### config.mk
export PLATFORM = sky130hd
export DESIGN_NAME = fall_detect_alert_fsm
export DESIGN_NICKNAME = d
export VERILOG_FILES = /design/src/rtl/fdaf_pkg.sv /design/src/rtl/fdaf_cfg_regs.sv /design/src/rtl/fdaf_eval.sv /design/src/rtl/fdaf_core.sv /design/src/rtl/fall_detect_alert_fsm.sv
export SDC_FILE = /design/constraint.sdc
export NUM_CORES = 1
export LEC_CHECK = 0
export BUFFER_PORTS_ARGS = -buffer_cell sky130_fd_sc_hd__buf_2
export CAP_MARGIN = 20
export CORE_MARGIN = 2
export CORE_UTILIZATION = 35
export CTS_CLUSTER_DIAMETER = 80
export DETAILED_ROUTE_END_ITERATION = 6
export PLACE_DENSITY = 0.6
export SLEW_MARGIN = 20
export SYNTH_ARGS = -nofsm -noshare
export SYNTH_HDL_FRONTEND = slang
export SYNTH_HIERARCHICAL = 1
export SYNTH_SLANG_ARGS = --single-unit
### constraint.sdc
create_clock -name clk_i -period 7.3 [get_ports clk_i]
set_input_delay 0.365 -clock clk_i [delete_from_list [all_inputs] [get_ports clk_i]]
set_output_delay 0.365 -clock clk_i [all_outputs]
set_load 0.02 [all_outputs]
### src/rtl/fdaf_pkg.sv
package fdaf_pkg;

  // sample width and derived widths
  localparam int ACCEL_BITS = 14;
  localparam int THR_BITS   = 14;
  localparam int OFFS_BITS  = 14;
  localparam int TICK_BITS  = 16;
  localparam int DIFF_BITS  = ((ACCEL_BITS > OFFS_BITS) ? ACCEL_BITS : OFFS_BITS) + 1;
  localparam int CFG_DATA_BITS = 16;
  localparam int CFG_IDX_BITS  = 3;

  // item kinds
  localparam logic [1:0] FUNC_SAMPLE = 2'd0;
  localparam logic [1:0] FUNC_TICK   = 2'd1;
  localparam logic [1:0] FUNC_ACK    = 2'd2;

  // alert request codes
  localparam logic [1:0] ALERT_NONE   = 2'd0;
  localparam logic [1:0] ALERT_FALL   = 2'd1;
  localparam logic [1:0] ALERT_SEVERE = 2'd2;

  // register indexes
  localparam logic [CFG_IDX_BITS-1:0] CFG_FALL_THR   = 3'd0;
  localparam logic [CFG_IDX_BITS-1:0] CFG_SEV_THR    = 3'd1;
  localparam logic [CFG_IDX_BITS-1:0] CFG_GRAV_OFFS  = 3'd2;
  localparam logic [CFG_IDX_BITS-1:0] CFG_FALL_ON    = 3'd3;
  localparam logic [CFG_IDX_BITS-1:0] CFG_FALL_OFF   = 3'd4;
  localparam logic [CFG_IDX_BITS-1:0] CFG_SEV_ON     = 3'd5;
  localparam logic [CFG_IDX_BITS-1:0] CFG_SEV_OFF    = 3'd6;

  // register reset values
  localparam logic [THR_BITS-1:0]         RST_FALL_THR  = 14'd1000;
  localparam logic [THR_BITS-1:0]         RST_SEV_THR   = 14'd2000;
  localparam logic signed [OFFS_BITS-1:0] RST_GRAV_OFFS = 14'sd4096;
  localparam logic [TICK_BITS-1:0]        RST_FALL_ON   = 16'd500;
  localparam logic [TICK_BITS-1:0]        RST_FALL_OFF  = 16'd400;
  localparam logic [TICK_BITS-1:0]        RST_SEV_ON    = 16'd250;
  localparam logic [TICK_BITS-1:0]        RST_SEV_OFF   = 16'd150;

  // operating modes
  typedef enum logic [2:0] {
    MODE_IDLE      = 3'd0,
    MODE_MON       = 3'd1,
    MODE_FALL_PEND = 3'd2,
    MODE_SEV_PEND  = 3'd3,
    MODE_FALL      = 3'd4,
    MODE_SEV       = 3'd5
  } mode_e;

  typedef struct packed {
    logic [THR_BITS-1:0]         fall_threshold;
    logic [THR_BITS-1:0]         severe_threshold;
    logic signed [OFFS_BITS-1:0] gravity_offset;
    logic [TICK_BITS-1:0]        fall_on_ticks;
    logic [TICK_BITS-1:0]        fall_off_ticks;
    logic [TICK_BITS-1:0]        severe_on_ticks;
    logic [TICK_BITS-1:0]        severe_off_ticks;
  } cfg_t;

  typedef struct packed {
    logic [1:0]                   func;
    logic signed [ACCEL_BITS-1:0] accel_x;
    logic signed [ACCEL_BITS-1:0] accel_y;
    logic signed [ACCEL_BITS-1:0] accel_z;
    logic                         grip_left;
    logic                         grip_right;
  } item_t;

  typedef struct packed {
    logic severe;
    logic fall;
  } eval_t;

endpackage

### src/rtl/fdaf_cfg_regs.sv
module fdaf_cfg_regs (
  input  logic                               clk_i,
  input  logic                               rst_ni,
  input  logic                               cfg_we_i,
  input  logic [fdaf_pkg::CFG_IDX_BITS-1:0]  cfg_index_i,
  input  logic [fdaf_pkg::CFG_DATA_BITS-1:0] cfg_wdata_i,
  output fdaf_pkg::cfg_t                     cfg_o
);

  fdaf_pkg::cfg_t cfg_q, cfg_d;

  // register write decode
  always_comb begin
    cfg_d = cfg_q;
    if (cfg_we_i) begin
      case (cfg_index_i)
        fdaf_pkg::CFG_FALL_THR:  cfg_d.fall_threshold   = cfg_wdata_i[fdaf_pkg::THR_BITS-1:0];
        fdaf_pkg::CFG_SEV_THR:   cfg_d.severe_threshold = cfg_wdata_i[fdaf_pkg::THR_BITS-1:0];
        fdaf_pkg::CFG_GRAV_OFFS: cfg_d.gravity_offset   = cfg_wdata_i[fdaf_pkg::OFFS_BITS-1:0];
        fdaf_pkg::CFG_FALL_ON:   cfg_d.fall_on_ticks    = cfg_wdata_i[fdaf_pkg::TICK_BITS-1:0];
        fdaf_pkg::CFG_FALL_OFF:  cfg_d.fall_off_ticks   = cfg_wdata_i[fdaf_pkg::TICK_BITS-1:0];
        fdaf_pkg::CFG_SEV_ON:    cfg_d.severe_on_ticks  = cfg_wdata_i[fdaf_pkg::TICK_BITS-1:0];
        fdaf_pkg::CFG_SEV_OFF:   cfg_d.severe_off_ticks = cfg_wdata_i[fdaf_pkg::TICK_BITS-1:0];
        default: ;
      endcase
    end
  end

  always_ff @(posedge clk_i or negedge rst_ni) begin
    if (!rst_ni) begin
      cfg_q.fall_threshold   <= fdaf_pkg::RST_FALL_THR;
      cfg_q.severe_threshold <= fdaf_pkg::RST_SEV_THR;
      cfg_q.gravity_offset   <= fdaf_pkg::RST_GRAV_OFFS;
      cfg_q.fall_on_ticks    <= fdaf_pkg::RST_FALL_ON;
      cfg_q.fall_off_ticks   <= fdaf_pkg::RST_FALL_OFF;
      cfg_q.severe_on_ticks  <= fdaf_pkg::RST_SEV_ON;
      cfg_q.severe_off_ticks <= fdaf_pkg::RST_SEV_OFF;
    end else begin
      cfg_q <= cfg_d;
    end
  end

  assign cfg_o = cfg_q;

endmodule

### src/rtl/fdaf_eval.sv
module fdaf_eval (
  input  fdaf_pkg::item_t item_i,
  input  fdaf_pkg::cfg_t  cfg_i,
  output fdaf_pkg::eval_t eval_o
);

  localparam int DB = fdaf_pkg::DIFF_BITS;

  function automatic logic [DB-1:0] abs_val(input logic signed [DB-1:0] v);
    logic [DB-1:0] r;
    begin
      r = v[DB-1] ? DB'(-v) : DB'(v);
      return r;
    end
  endfunction

  logic signed [DB-1:0] x_ext, y_ext, z_diff;
  logic [DB-1:0]        ax, ay, az, fall_thr, sev_thr;

  // axis magnitudes, z relative to resting gravity
  assign x_ext  = DB'(item_i.accel_x);
  assign y_ext  = DB'(item_i.accel_y);
  assign z_diff = DB'(item_i.accel_z) - DB'(cfg_i.gravity_offset);
  assign ax     = abs_val(x_ext);
  assign ay     = abs_val(y_ext);
  assign az     = abs_val(z_diff);

  // threshold compares
  assign fall_thr = DB'(cfg_i.fall_threshold);
  assign sev_thr  = DB'(cfg_i.severe_threshold);
  assign eval_o.severe = (ax > sev_thr) || (ay > sev_thr) || (az > sev_thr);
  assign eval_o.fall   = (ax > fall_thr) || (ay > fall_thr) || (az > fall_thr);

endmodule

### src/rtl/fdaf_core.sv
module fdaf_core (
  input  logic            clk_i,
  input  logic            rst_ni,
  input  logic            in_valid_i,
  input  fdaf_pkg::item_t item_i,
  input  fdaf_pkg::cfg_t  cfg_i,
  input  fdaf_pkg::eval_t eval_i,
  output logic            advance_o,
  output logic            out_valid_o,
  input  logic            out_stall_i,
  output logic [2:0]      mode_o,
  output logic            led_o,
  output logic [1:0]      alert_request_o
);

  fdaf_pkg::mode_e mode_q, mode_d;
  logic [fdaf_pkg::TICK_BITS-1:0] cnt_q, cnt_d, cnt_inc, limit;
  logic phase_q, phase_d, led_q, led_d;
  logic out_valid_q;
  logic [2:0] mode_out_q;
  logic led_out_q;
  logic [1:0] alert_out_q, alert_d;
  logic fire, both;

  // output register frees when empty or taken
  assign advance_o = !out_valid_q || !out_stall_i;
  assign fire      = in_valid_i && advance_o;
  assign both      = item_i.grip_left && item_i.grip_right;

  // blink limit for the current phase
  always_comb begin
    if (mode_q == fdaf_pkg::MODE_FALL) begin
      limit = phase_q ? cfg_i.fall_on_ticks : cfg_i.fall_off_ticks;
    end else begin
      limit = phase_q ? cfg_i.severe_on_ticks : cfg_i.severe_off_ticks;
    end
  end

  assign cnt_inc = cnt_q + 1'b1;

  // mode and blink next state
  always_comb begin
    mode_d  = mode_q;
    cnt_d   = cnt_q;
    phase_d = phase_q;
    led_d   = led_q;
    case (mode_q)
      fdaf_pkg::MODE_IDLE: begin
        led_d = 1'b0;
        if (item_i.func == fdaf_pkg::FUNC_SAMPLE && both) mode_d = fdaf_pkg::MODE_MON;
      end
      fdaf_pkg::MODE_MON: begin
        led_d = 1'b1;
        if (item_i.func == fdaf_pkg::FUNC_SAMPLE && !both) begin
          if (eval_i.severe) mode_d = fdaf_pkg::MODE_SEV_PEND;
          else if (eval_i.fall) mode_d = fdaf_pkg::MODE_FALL_PEND;
        end
      end
      fdaf_pkg::MODE_FALL_PEND, fdaf_pkg::MODE_SEV_PEND: begin
        if (item_i.func == fdaf_pkg::FUNC_ACK) begin
          mode_d  = (mode_q == fdaf_pkg::MODE_FALL_PEND) ? fdaf_pkg::MODE_FALL
                                                          : fdaf_pkg::MODE_SEV;
          cnt_d   = '0;
          phase_d = 1'b1;
          led_d   = 1'b1;
        end
      end
      fdaf_pkg::MODE_FALL, fdaf_pkg::MODE_SEV: begin
        if (item_i.func == fdaf_pkg::FUNC_TICK) begin
          cnt_d = cnt_inc;
          if (cnt_inc >= limit) begin
            phase_d = !phase_q;
            led_d   = !phase_q;
            cnt_d   = '0;
          end
        end
      end
      default: begin
        mode_d = fdaf_pkg::MODE_IDLE;
        led_d  = 1'b0;
      end
    endcase
  end

  // alert request follows the new mode
  always_comb begin
    case (mode_d)
      fdaf_pkg::MODE_FALL_PEND: alert_d = fdaf_pkg::ALERT_FALL;
      fdaf_pkg::MODE_SEV_PEND:  alert_d = fdaf_pkg::ALERT_SEVERE;
      default:                  alert_d = fdaf_pkg::ALERT_NONE;
    endcase
  end

  // state and control
  always_ff @(posedge clk_i or negedge rst_ni) begin
    if (!rst_ni) begin
      mode_q      <= fdaf_pkg::MODE_IDLE;
      cnt_q       <= '0;
      phase_q     <= 1'b1;
      led_q       <= 1'b0;
      out_valid_q <= 1'b0;
    end else begin
      out_valid_q <= fire || (out_valid_q && out_stall_i);
      if (fire) begin
        mode_q  <= mode_d;
        cnt_q   <= cnt_d;
        phase_q <= phase_d;
        led_q   <= led_d;
      end
    end
  end

  // result payload
  always_ff @(posedge clk_i) begin
    if (fire) begin
      mode_out_q  <= mode_d;
      led_out_q   <= led_d;
      alert_out_q <= alert_d;
    end
  end

  assign out_valid_o     = out_valid_q;
  assign mode_o          = mode_out_q;
  assign led_o           = led_out_q;
  assign alert_request_o = alert_out_q;

endmodule

### src/rtl/fall_detect_alert_fsm.sv
// Fall detection and alert controller for a handlebar unit.
// Input channel (in_valid_i / in_stall_o) carries one beat per event: a
// sensor sample with three acceleration axes and two grip flags, a
// millisecond tick, or an alert-sent acknowledgement, chosen by func_i.
// Output channel (out_valid_o / out_stall_i) returns one beat per input
// beat with the mode, the LED drive and the alert request after that event.
// Thresholds, gravity offset and blink on/off tick counts are written
// through cfg_we_i / cfg_index_i / cfg_wdata_i; the user must write them
// only while the block is idle, which the block itself does not enforce.
// An accepted beat is held in the input register, then the compares and
// the state update are written into the result register. Throughput is
// one beat per cycle while the output is not stalled.
// A stall on the output holds the result; the input register still takes
// one more beat, then in_stall_o rises until the result is taken.
// Reset clears both channels, loads the default register values and
// returns the core to idle with its LED state off and the blink phase on;
// the mode, LED and alert result registers are not reset.
module fall_detect_alert_fsm (
  input  logic                                   clk_i,
  input  logic                                   rst_ni,
  input  logic                                   cfg_we_i,
  input  logic [fdaf_pkg::CFG_IDX_BITS-1:0]      cfg_index_i,
  input  logic [fdaf_pkg::CFG_DATA_BITS-1:0]     cfg_wdata_i,
  input  logic                                   in_valid_i,
  output logic                                   in_stall_o,
  input  logic [1:0]                             func_i,
  input  logic signed [fdaf_pkg::ACCEL_BITS-1:0] accel_x_i,
  input  logic signed [fdaf_pkg::ACCEL_BITS-1:0] accel_y_i,
  input  logic signed [fdaf_pkg::ACCEL_BITS-1:0] accel_z_i,
  input  logic                                   grip_left_i,
  input  logic                                   grip_right_i,
  output logic                                   out_valid_o,
  input  logic                                   out_stall_i,
  output logic [2:0]                             mode_o,
  output logic                                   led_o,
  output logic [1:0]                             alert_request_o
);

  fdaf_pkg::cfg_t  cfg;
  fdaf_pkg::item_t item_q;
  fdaf_pkg::eval_t eval;
  logic in_valid_q, advance, load;

  // input register handshake
  assign in_stall_o = in_valid_q && !advance;
  assign load       = in_valid_i && !in_stall_o;

  always_ff @(posedge clk_i or negedge rst_ni) begin
    if (!rst_ni) begin
      in_valid_q <= 1'b0;
    end else if (load) begin
      in_valid_q <= 1'b1;
    end else if (advance) begin
      in_valid_q <= 1'b0;
    end
  end

  always_ff @(posedge clk_i) begin
    if (load) begin
      item_q.func       <= func_i;
      item_q.accel_x    <= accel_x_i;
      item_q.accel_y    <= accel_y_i;
      item_q.accel_z    <= accel_z_i;
      item_q.grip_left  <= grip_left_i;
      item_q.grip_right <= grip_right_i;
    end
  end

  fdaf_cfg_regs u_cfg (
    .clk_i       (clk_i),
    .rst_ni      (rst_ni),
    .cfg_we_i    (cfg_we_i),
    .cfg_index_i (cfg_index_i),
    .cfg_wdata_i (cfg_wdata_i),
    .cfg_o       (cfg)
  );

  fdaf_eval u_eval (
    .item_i (item_q),
    .cfg_i  (cfg),
    .eval_o (eval)
  );

  fdaf_core u_core (
    .clk_i           (clk_i),
    .rst_ni          (rst_ni),
    .in_valid_i      (in_valid_q),
    .item_i          (item_q),
    .cfg_i           (cfg),
    .eval_i          (eval),
    .advance_o       (advance),
    .out_valid_o     (out_valid_o),
    .out_stall_i     (out_stall_i),
    .mode_o          (mode_o),
    .led_o           (led_o),
    .alert_request_o (alert_request_o)
  );

endmodule
==> results.ini, run 1 <==
[cells_and_area]
final_cell_mix=121 x ha_1, 96 x dfrtp_1, 81 x mux2_2
nNetsFinal=1273
postLayoutCellArea_sq_um=13100
drive_gt1_share_pct=27.7
utilization_pct=40.0
final_common_cell=ha_1
antenna_cells=0
n_fill_cell=3168
area_delta_synth_final_pct=11.9

[global_routing]
grt_pass1_vias=8190
grt_antenna_before_repair=0
track_usage_pct=16.4
grt-ovfl-total=0
grt_pass1_wl_mm=44.7
grt_max_degree=77

[clock_network]
cts_setup_buffers=0
cts_sinks=181
cts-root-buf=clkbuf_16
cts_buffers=17
insertion_delay_ns=0.45
htreeDepth=4
cts.path.max_buffers=2
cts_tree=done
clk_pin_slew_ns=0.08

[detailed_routing]
wl_mm=27.5
vias=7923
drt_pass1_iterations=5
drc=0
drtAntennaViolNets=0
viasPerCell=5.16
wl_per_cell_microns=17.9
drtIter0Drc=336

[setup_path]
rr_endpoint=u_core/alert_request_o[1]
reg2reg_slack_ns=2.12
worstRegToRegCells=22
r2r-start=item_q[2]
timing_worst_setup_path_type=reg2reg
worstPathMaxFanout=4
start_kind=register
critPathCaptureType=register
crit_required_ns=7.49
cp_data_arrival_time_ns=5.37

[floorplanning]
die_h_microns=187
ios=78
dieWidth_microns=187
start_util_pct=35.8
core_area_sq_um=32700
die_area_sq_um=34900
row_count=66

[timing]
slew_headroom_pct=23.0
final-setup-viol-count=0
tightest_slew_ns=1.16
fmax_mhz=193
skew_ns=0.0192
period_needed_ns=5.18
rsz0062_at_grt=no
whs_ns=0.0819
fin_crit_sh_pct=71.0
finalHoldViolCount=0
finalMaxSlewViolations=0
fin_setup_tns_ns=0

[logic_synthesis]
yosys_warnings=6
synth-edff-count=52
synth_nets=1195
syn_inst=1003
synth.distinct_cells=85
synth.area.top_cells=dfrtp_1 21%, edfxtp_1 13%, ha_1 13%
avgSynthCellArea_sq_um=11.7
synth_flop_cell=dfrtp_1
ys_seq_elements=181
synth_area_leader_cell=dfrtp_1
netlist_area_sq_um=11700
synth-seq-area-share_pct=41.3
async_flop_share_pct=71.3
synth_top_area_share_pct=20.5

[place]
dp_hpwl_mm=20.0
gp_congestion=0.854
dpl_cell_area_sq_um=12500
io_buffers=77

[run_status]
outcome=finished, final reports clean

[power_and_ir_drop]
p_per_area_nw_per_um2=299
ir_drop_mv=0.206
power_mw=3.91
cellLeakagePower_nw=5.70

[worst_hold_path]
worstHoldPathCells=1
hold_end=item_q[9]
hp-class=in2reg
min-delay-start=accel_z_i[7]

[flow_run]
max-cap-violations=0

==> layout make-up <==
cell class	count	area [sq um]	area share (%)
clock inverters	15	185	1.41
inverters	73	274	2.09
multi-input cells	726	6390	48.8
repair buffers	82	432	3.30
flip-flops and latches	181	4830	36.9
well taps	442	553	4.22
clock buffers	17	425	3.25
==> cells in the mapped netlist, types with 3 or more instances <==
cell      number
xnor2_1       40
dfstp_2       33
buf_6          7
o31ai_1       10
a211oi_1       5
ha_1         121
o21a_1         8
o21ai_1        4
and4bb_1       3
or2b_1         3
a21o_1        15
o211ai_1       8
nand2_1       58
mux2_2        81
a211o_1        3
nand4b_2       3
nor4_1         4
nand3_1       19
nor2b_1       17
mux2_4        30
and3_1         6
nor3_1        15
nand2b_1      11
inv_1         73
a31oi_1       11
or4_1          4
o21ai_0       35
or3_1          4
clkbuf_1       6
nor3b_1        4
o21bai_1       4
buf_2          4
edfxtp_1      52
o41ai_1        5
nand4_1       14
and4_1         6
nor2_1        42
dfrtp_1       96
buf_12         3
xor2_1        13
mux4_2        16
a21oi_1       45
a22o_1         8
==> power by group <==
part / total (mW) / switching, mW / internal (mW)
logic: 1.60 / 0.853 / 0.742
registers: 1.36 / 0.120 / 1.24
clock network: 0.957 / 0.464 / 0.493
==> cell families after synthesis <==
logic type      synth area share [%]
simple gates                    11.3
flops                           41.3
xor+xnor                        3.97
compound gates                  11.4
fa+ha+maj                       13.1
buf+inv                         4.13
mux                             14.8
==> critical path, stage by stage, from the launching register on <==
cell	delay [ns]
edfxtp_1	0.36
inv_1	0.07
ha_1	0.16
inv_1	0.06
fa_1	0.43
a21oi_1	0.33
o211ai_1	0.15
a211o_1	0.35
a221oi_4	0.33
nand3_2	0.14
nor2b_1	0.17
xnor2_1	0.17
ha_1	0.30
and4_1	0.22
nand2_1	0.07
or3_1	0.37
o221a_2	0.28
a221oi_1	0.20
nand2b_1	0.17
nor3b_1	0.24
nor2_1	0.08
nor2_1	0.18
nor3_1	0.08
==> routing by layer <==
metal | part of all wire [%] | up-vias | GRT usage (%)
met2 | 48 | 128 | 27.4
met3 | 3.3 | 22 | 2.87
met5 | 0 | - | 0
met1 | 47 | 3883 | 21.8
met4 | 1.8 | 0 | 4.73
li1 | - | 3890 | -
==> worst max-delay path by stage <==
stage / startpoint / end / cells after the start
floorplan: item_q[2] / u_core/alert_request_o[1] / 22
global placement: item_q[2] / u_core/alert_request_o[1] / 22
detailed placement: item_q[2] / u_core/alert_request_o[1] / 22
CTS: item_q[2] / u_core/alert_request_o[1] / 22
global route: item_q[2] / u_core/alert_request_o[1] / 22
finish: item_q[2] / u_core/alert_request_o[1] / 22
==> sequential cells by signal (all words and copies together) (netlist names) <==
name,count
in_valid_q,1
item_q,46
u_cfg/cfg_o,106
u_core/alert_request_o,2
u_core/cnt_q,16
u_core/led_o,1
u_core/led_q,1
u_core/mode_o,3
u_core/mode_q,3
u_core/out_valid_o,1
u_core/phase_q,1
==> timing repair <==
item	CTS	global route
endpoints found under the hold margin	33	0
resized for setup	0	0
hold buffers	1	0
==> per-stage QoR <==
stage                     setup WS [ns]  cells
after floorplan                    2.70   1003
after global placement             2.23   1502
after detailed placement           2.22   1502
after CTS                          2.12   1535
after global routing               1.72   1536
final                              2.12   1536
No activity file was read; power rests on OpenSTA's default activity.
==> run 2, diff against run 1 <==
==> constraint.sdc (replaced) <==
create_clock -name clk_i -period 5 [get_ports clk_i]
set_input_delay 0.25 -clock clk_i [delete_from_list [all_inputs] [get_ports clk_i]]
set_output_delay 0.25 -clock clk_i [all_outputs]
set_load 0.02 [all_outputs]
==> results.ini, run 2 (synthesis gave the netlist of run 1 again) <==
[detailed_routing]
wl_per_cell_microns=17.5
drtIter0Drc=435
drt_pass1_iterations=5
drc=0
vias=8172
wl_mm=27.9
viasPerCell=5.13
drtAntennaViolNets=0

[clock_network]
cts_buffers=17
cts_tree=done
cts.path.max_buffers=2
cts_sinks=181
clk_pin_slew_ns=0.07
htreeDepth=4
cts-root-buf=clkbuf_16
insertion_delay_ns=0.45

[floorplanning]
die_h_microns=187
ios=78
row_count=66
dieWidth_microns=187
die_area_sq_um=34900
core_area_sq_um=32700
start_util_pct=35.8

[power_and_ir_drop]
ir_drop_mv=0.305
power_mw=5.80
p_per_area_nw_per_um2=423
cellLeakagePower_nw=5.95

[cells_and_area]
nNetsFinal=1329
antenna_cells=0
drive_gt1_share_pct=28.3
n_fill_cell=3158
postLayoutCellArea_sq_um=13700
stdcell_count=1592
register_area_sq_um=4830
multiInputGateArea_sq_um=6480
area_delta_synth_final_pct=17.1
final_common_cell=ha_1
final_cell_mix=120 x ha_1, 96 x dfrtp_1, 81 x mux2_2
largest_reg_flops=106

[run_status]
outcome=finished, final reports clean

[timing]
tightest_slew_ns=0.981
finalMaxSlewViolations=0
timing.final.ws_setup_ns=0.211
finalHoldViolCount=0
final-setup-viol-count=0
period_needed_ns=4.79
skew_ns=0.00878
slew_headroom_pct=34.6
fin_crit_sh_pct=95.8
fmax_mhz=209
whs_ns=0.0151

[setup_path]
worst-path-stages=22
worstPathCellList=inv_1 -> ha_1 -> inv_1 -> fa_2 -> a21o_1 -> a311o_1 -> a211oi_2 -> a221oi_4 -> buf_4 -> a21oi_1 -> xnor2_1 -> ha_1 -> and4_1 -> nand2_1 -> or3_1 -> o221a_2 -> a221oi_1 -> nand2b_1 -> nor3b_2 -> nor2_1 -> nor2_2 -> nor3_1
cp_top_family=compound AO/OA/AOI/OAI gates
rr_endpoint=u_core/alert_request_o[1]
timing_worst_setup_path_type=reg2reg
cp_data_arrival_time_ns=4.99
crit_required_ns=5.20
reg2reg_slack_ns=0.21
slowest_delay_ns=0.39
critPathSlowestCell=a311o_1
worstPathMaxFanout=3
start_kind=register
worstRegToRegCells=22
crit_buf_inv=3
r2r-start=item_q[2]
critPathCaptureType=register

[place]
gp_congestion=0.848
dp_hpwl_mm=20.3
dpl_cell_area_sq_um=12500
io_buffers=77
placed_cells=1512
pre_cts_ws_ns=0.0189

[flow_run]
max-cap-violations=0

[global_routing]
track_usage_pct=16.5
grt_max_degree=75
grt_antenna_before_repair=0
grt_pass1_vias=8349
grt_pass1_wl_mm=45.0
grt-ovfl-total=0

[worst_hold_path]
min-delay-start=in_valid_i
hp-class=in2reg
hold_end=in_valid_q
worstHoldPathCells=2

## run 2: cell types whose count changed in the layout (fill, tap and decap cells not counted), moves of 2 or more
cell,previous run,this run
a211oi_1,5,3
dlygate4sd3_1,1,47
buf_4,4,14
a21oi_1,45,43
## run 2: timing repair
action / in CTS / in global routing
buffers inserted: 0 / 1
hold endpoints to repair: 82 / 0
pin swaps: 1 / 7
hold buffers: 47 / 0
setup endpoints to repair: 2 / 6
gates resized for setup: 1 / 14
## run 2: how the worst max path moves through the flow
| stage | from | end | slack (ns) |
|---|---|---|---|
| CTS | item_q[2] | u_core/alert_request_o[1] | 0.008 |
| floorplan | item_q[2] | u_core/alert_request_o[1] | 0.40 |
| global route | item_q[2] | u_core/alert_request_o[1] | -0.04 |
| global placement | item_q[2] | u_core/alert_request_o[1] | 0.09 |
| finish | item_q[2] | u_core/alert_request_o[1] | 0.21 |
| detailed placement | item_q[2] | u_core/alert_request_o[1] | 0.02 |
## run 2: layer usage
| metal | share of wire [%] | vias up | global-route usage, % | wire length (microns) |
|---|---|---|---|---|
| met3 | 2.9 | 22 | 2.63 | 798 |
| met4 | 1.6 | 0 | 4.91 | 443 |
| met2 | 49 | 128 | 28.4 | 13700 |
| met5 | 0 | - | 0 | 0 |
| li1 | - | 3990 | - | - |
| met1 | 46 | 4032 | 21.5 | 13000 |
## run 2: power by group
part | total [mW] | switching [mW] | internal (mW)
Combinational | 2.45 | 1.30 | 1.15
Sequential | 1.99 | 0.176 | 1.81
Clock | 1.36 | 0.676 | 0.685
Total | 5.80 | 2.15 | 3.65
## run 2: per-stage QoR
step / utilization, % / TNS, ns
floorplan: - / 0
global route: 41.9 / -0.0689
finish: 41.9 / 0
global placement: 38.3 / 0
detailed placement: 38.3 / 0
CTS: 41.7 / 0
## run 2: area by class of cell
class / count / area share [%]
Clock buffer: 18 / 3.20
Clock inverter: 14 / 1.20
Inverter: 73 / 2.00
Multi-Input combinational cell: 726 / 47.3
Sequential cell: 181 / 35.2
Tap cell: 442 / 4.03
Timing Repair Buffer: 138 / 7.06
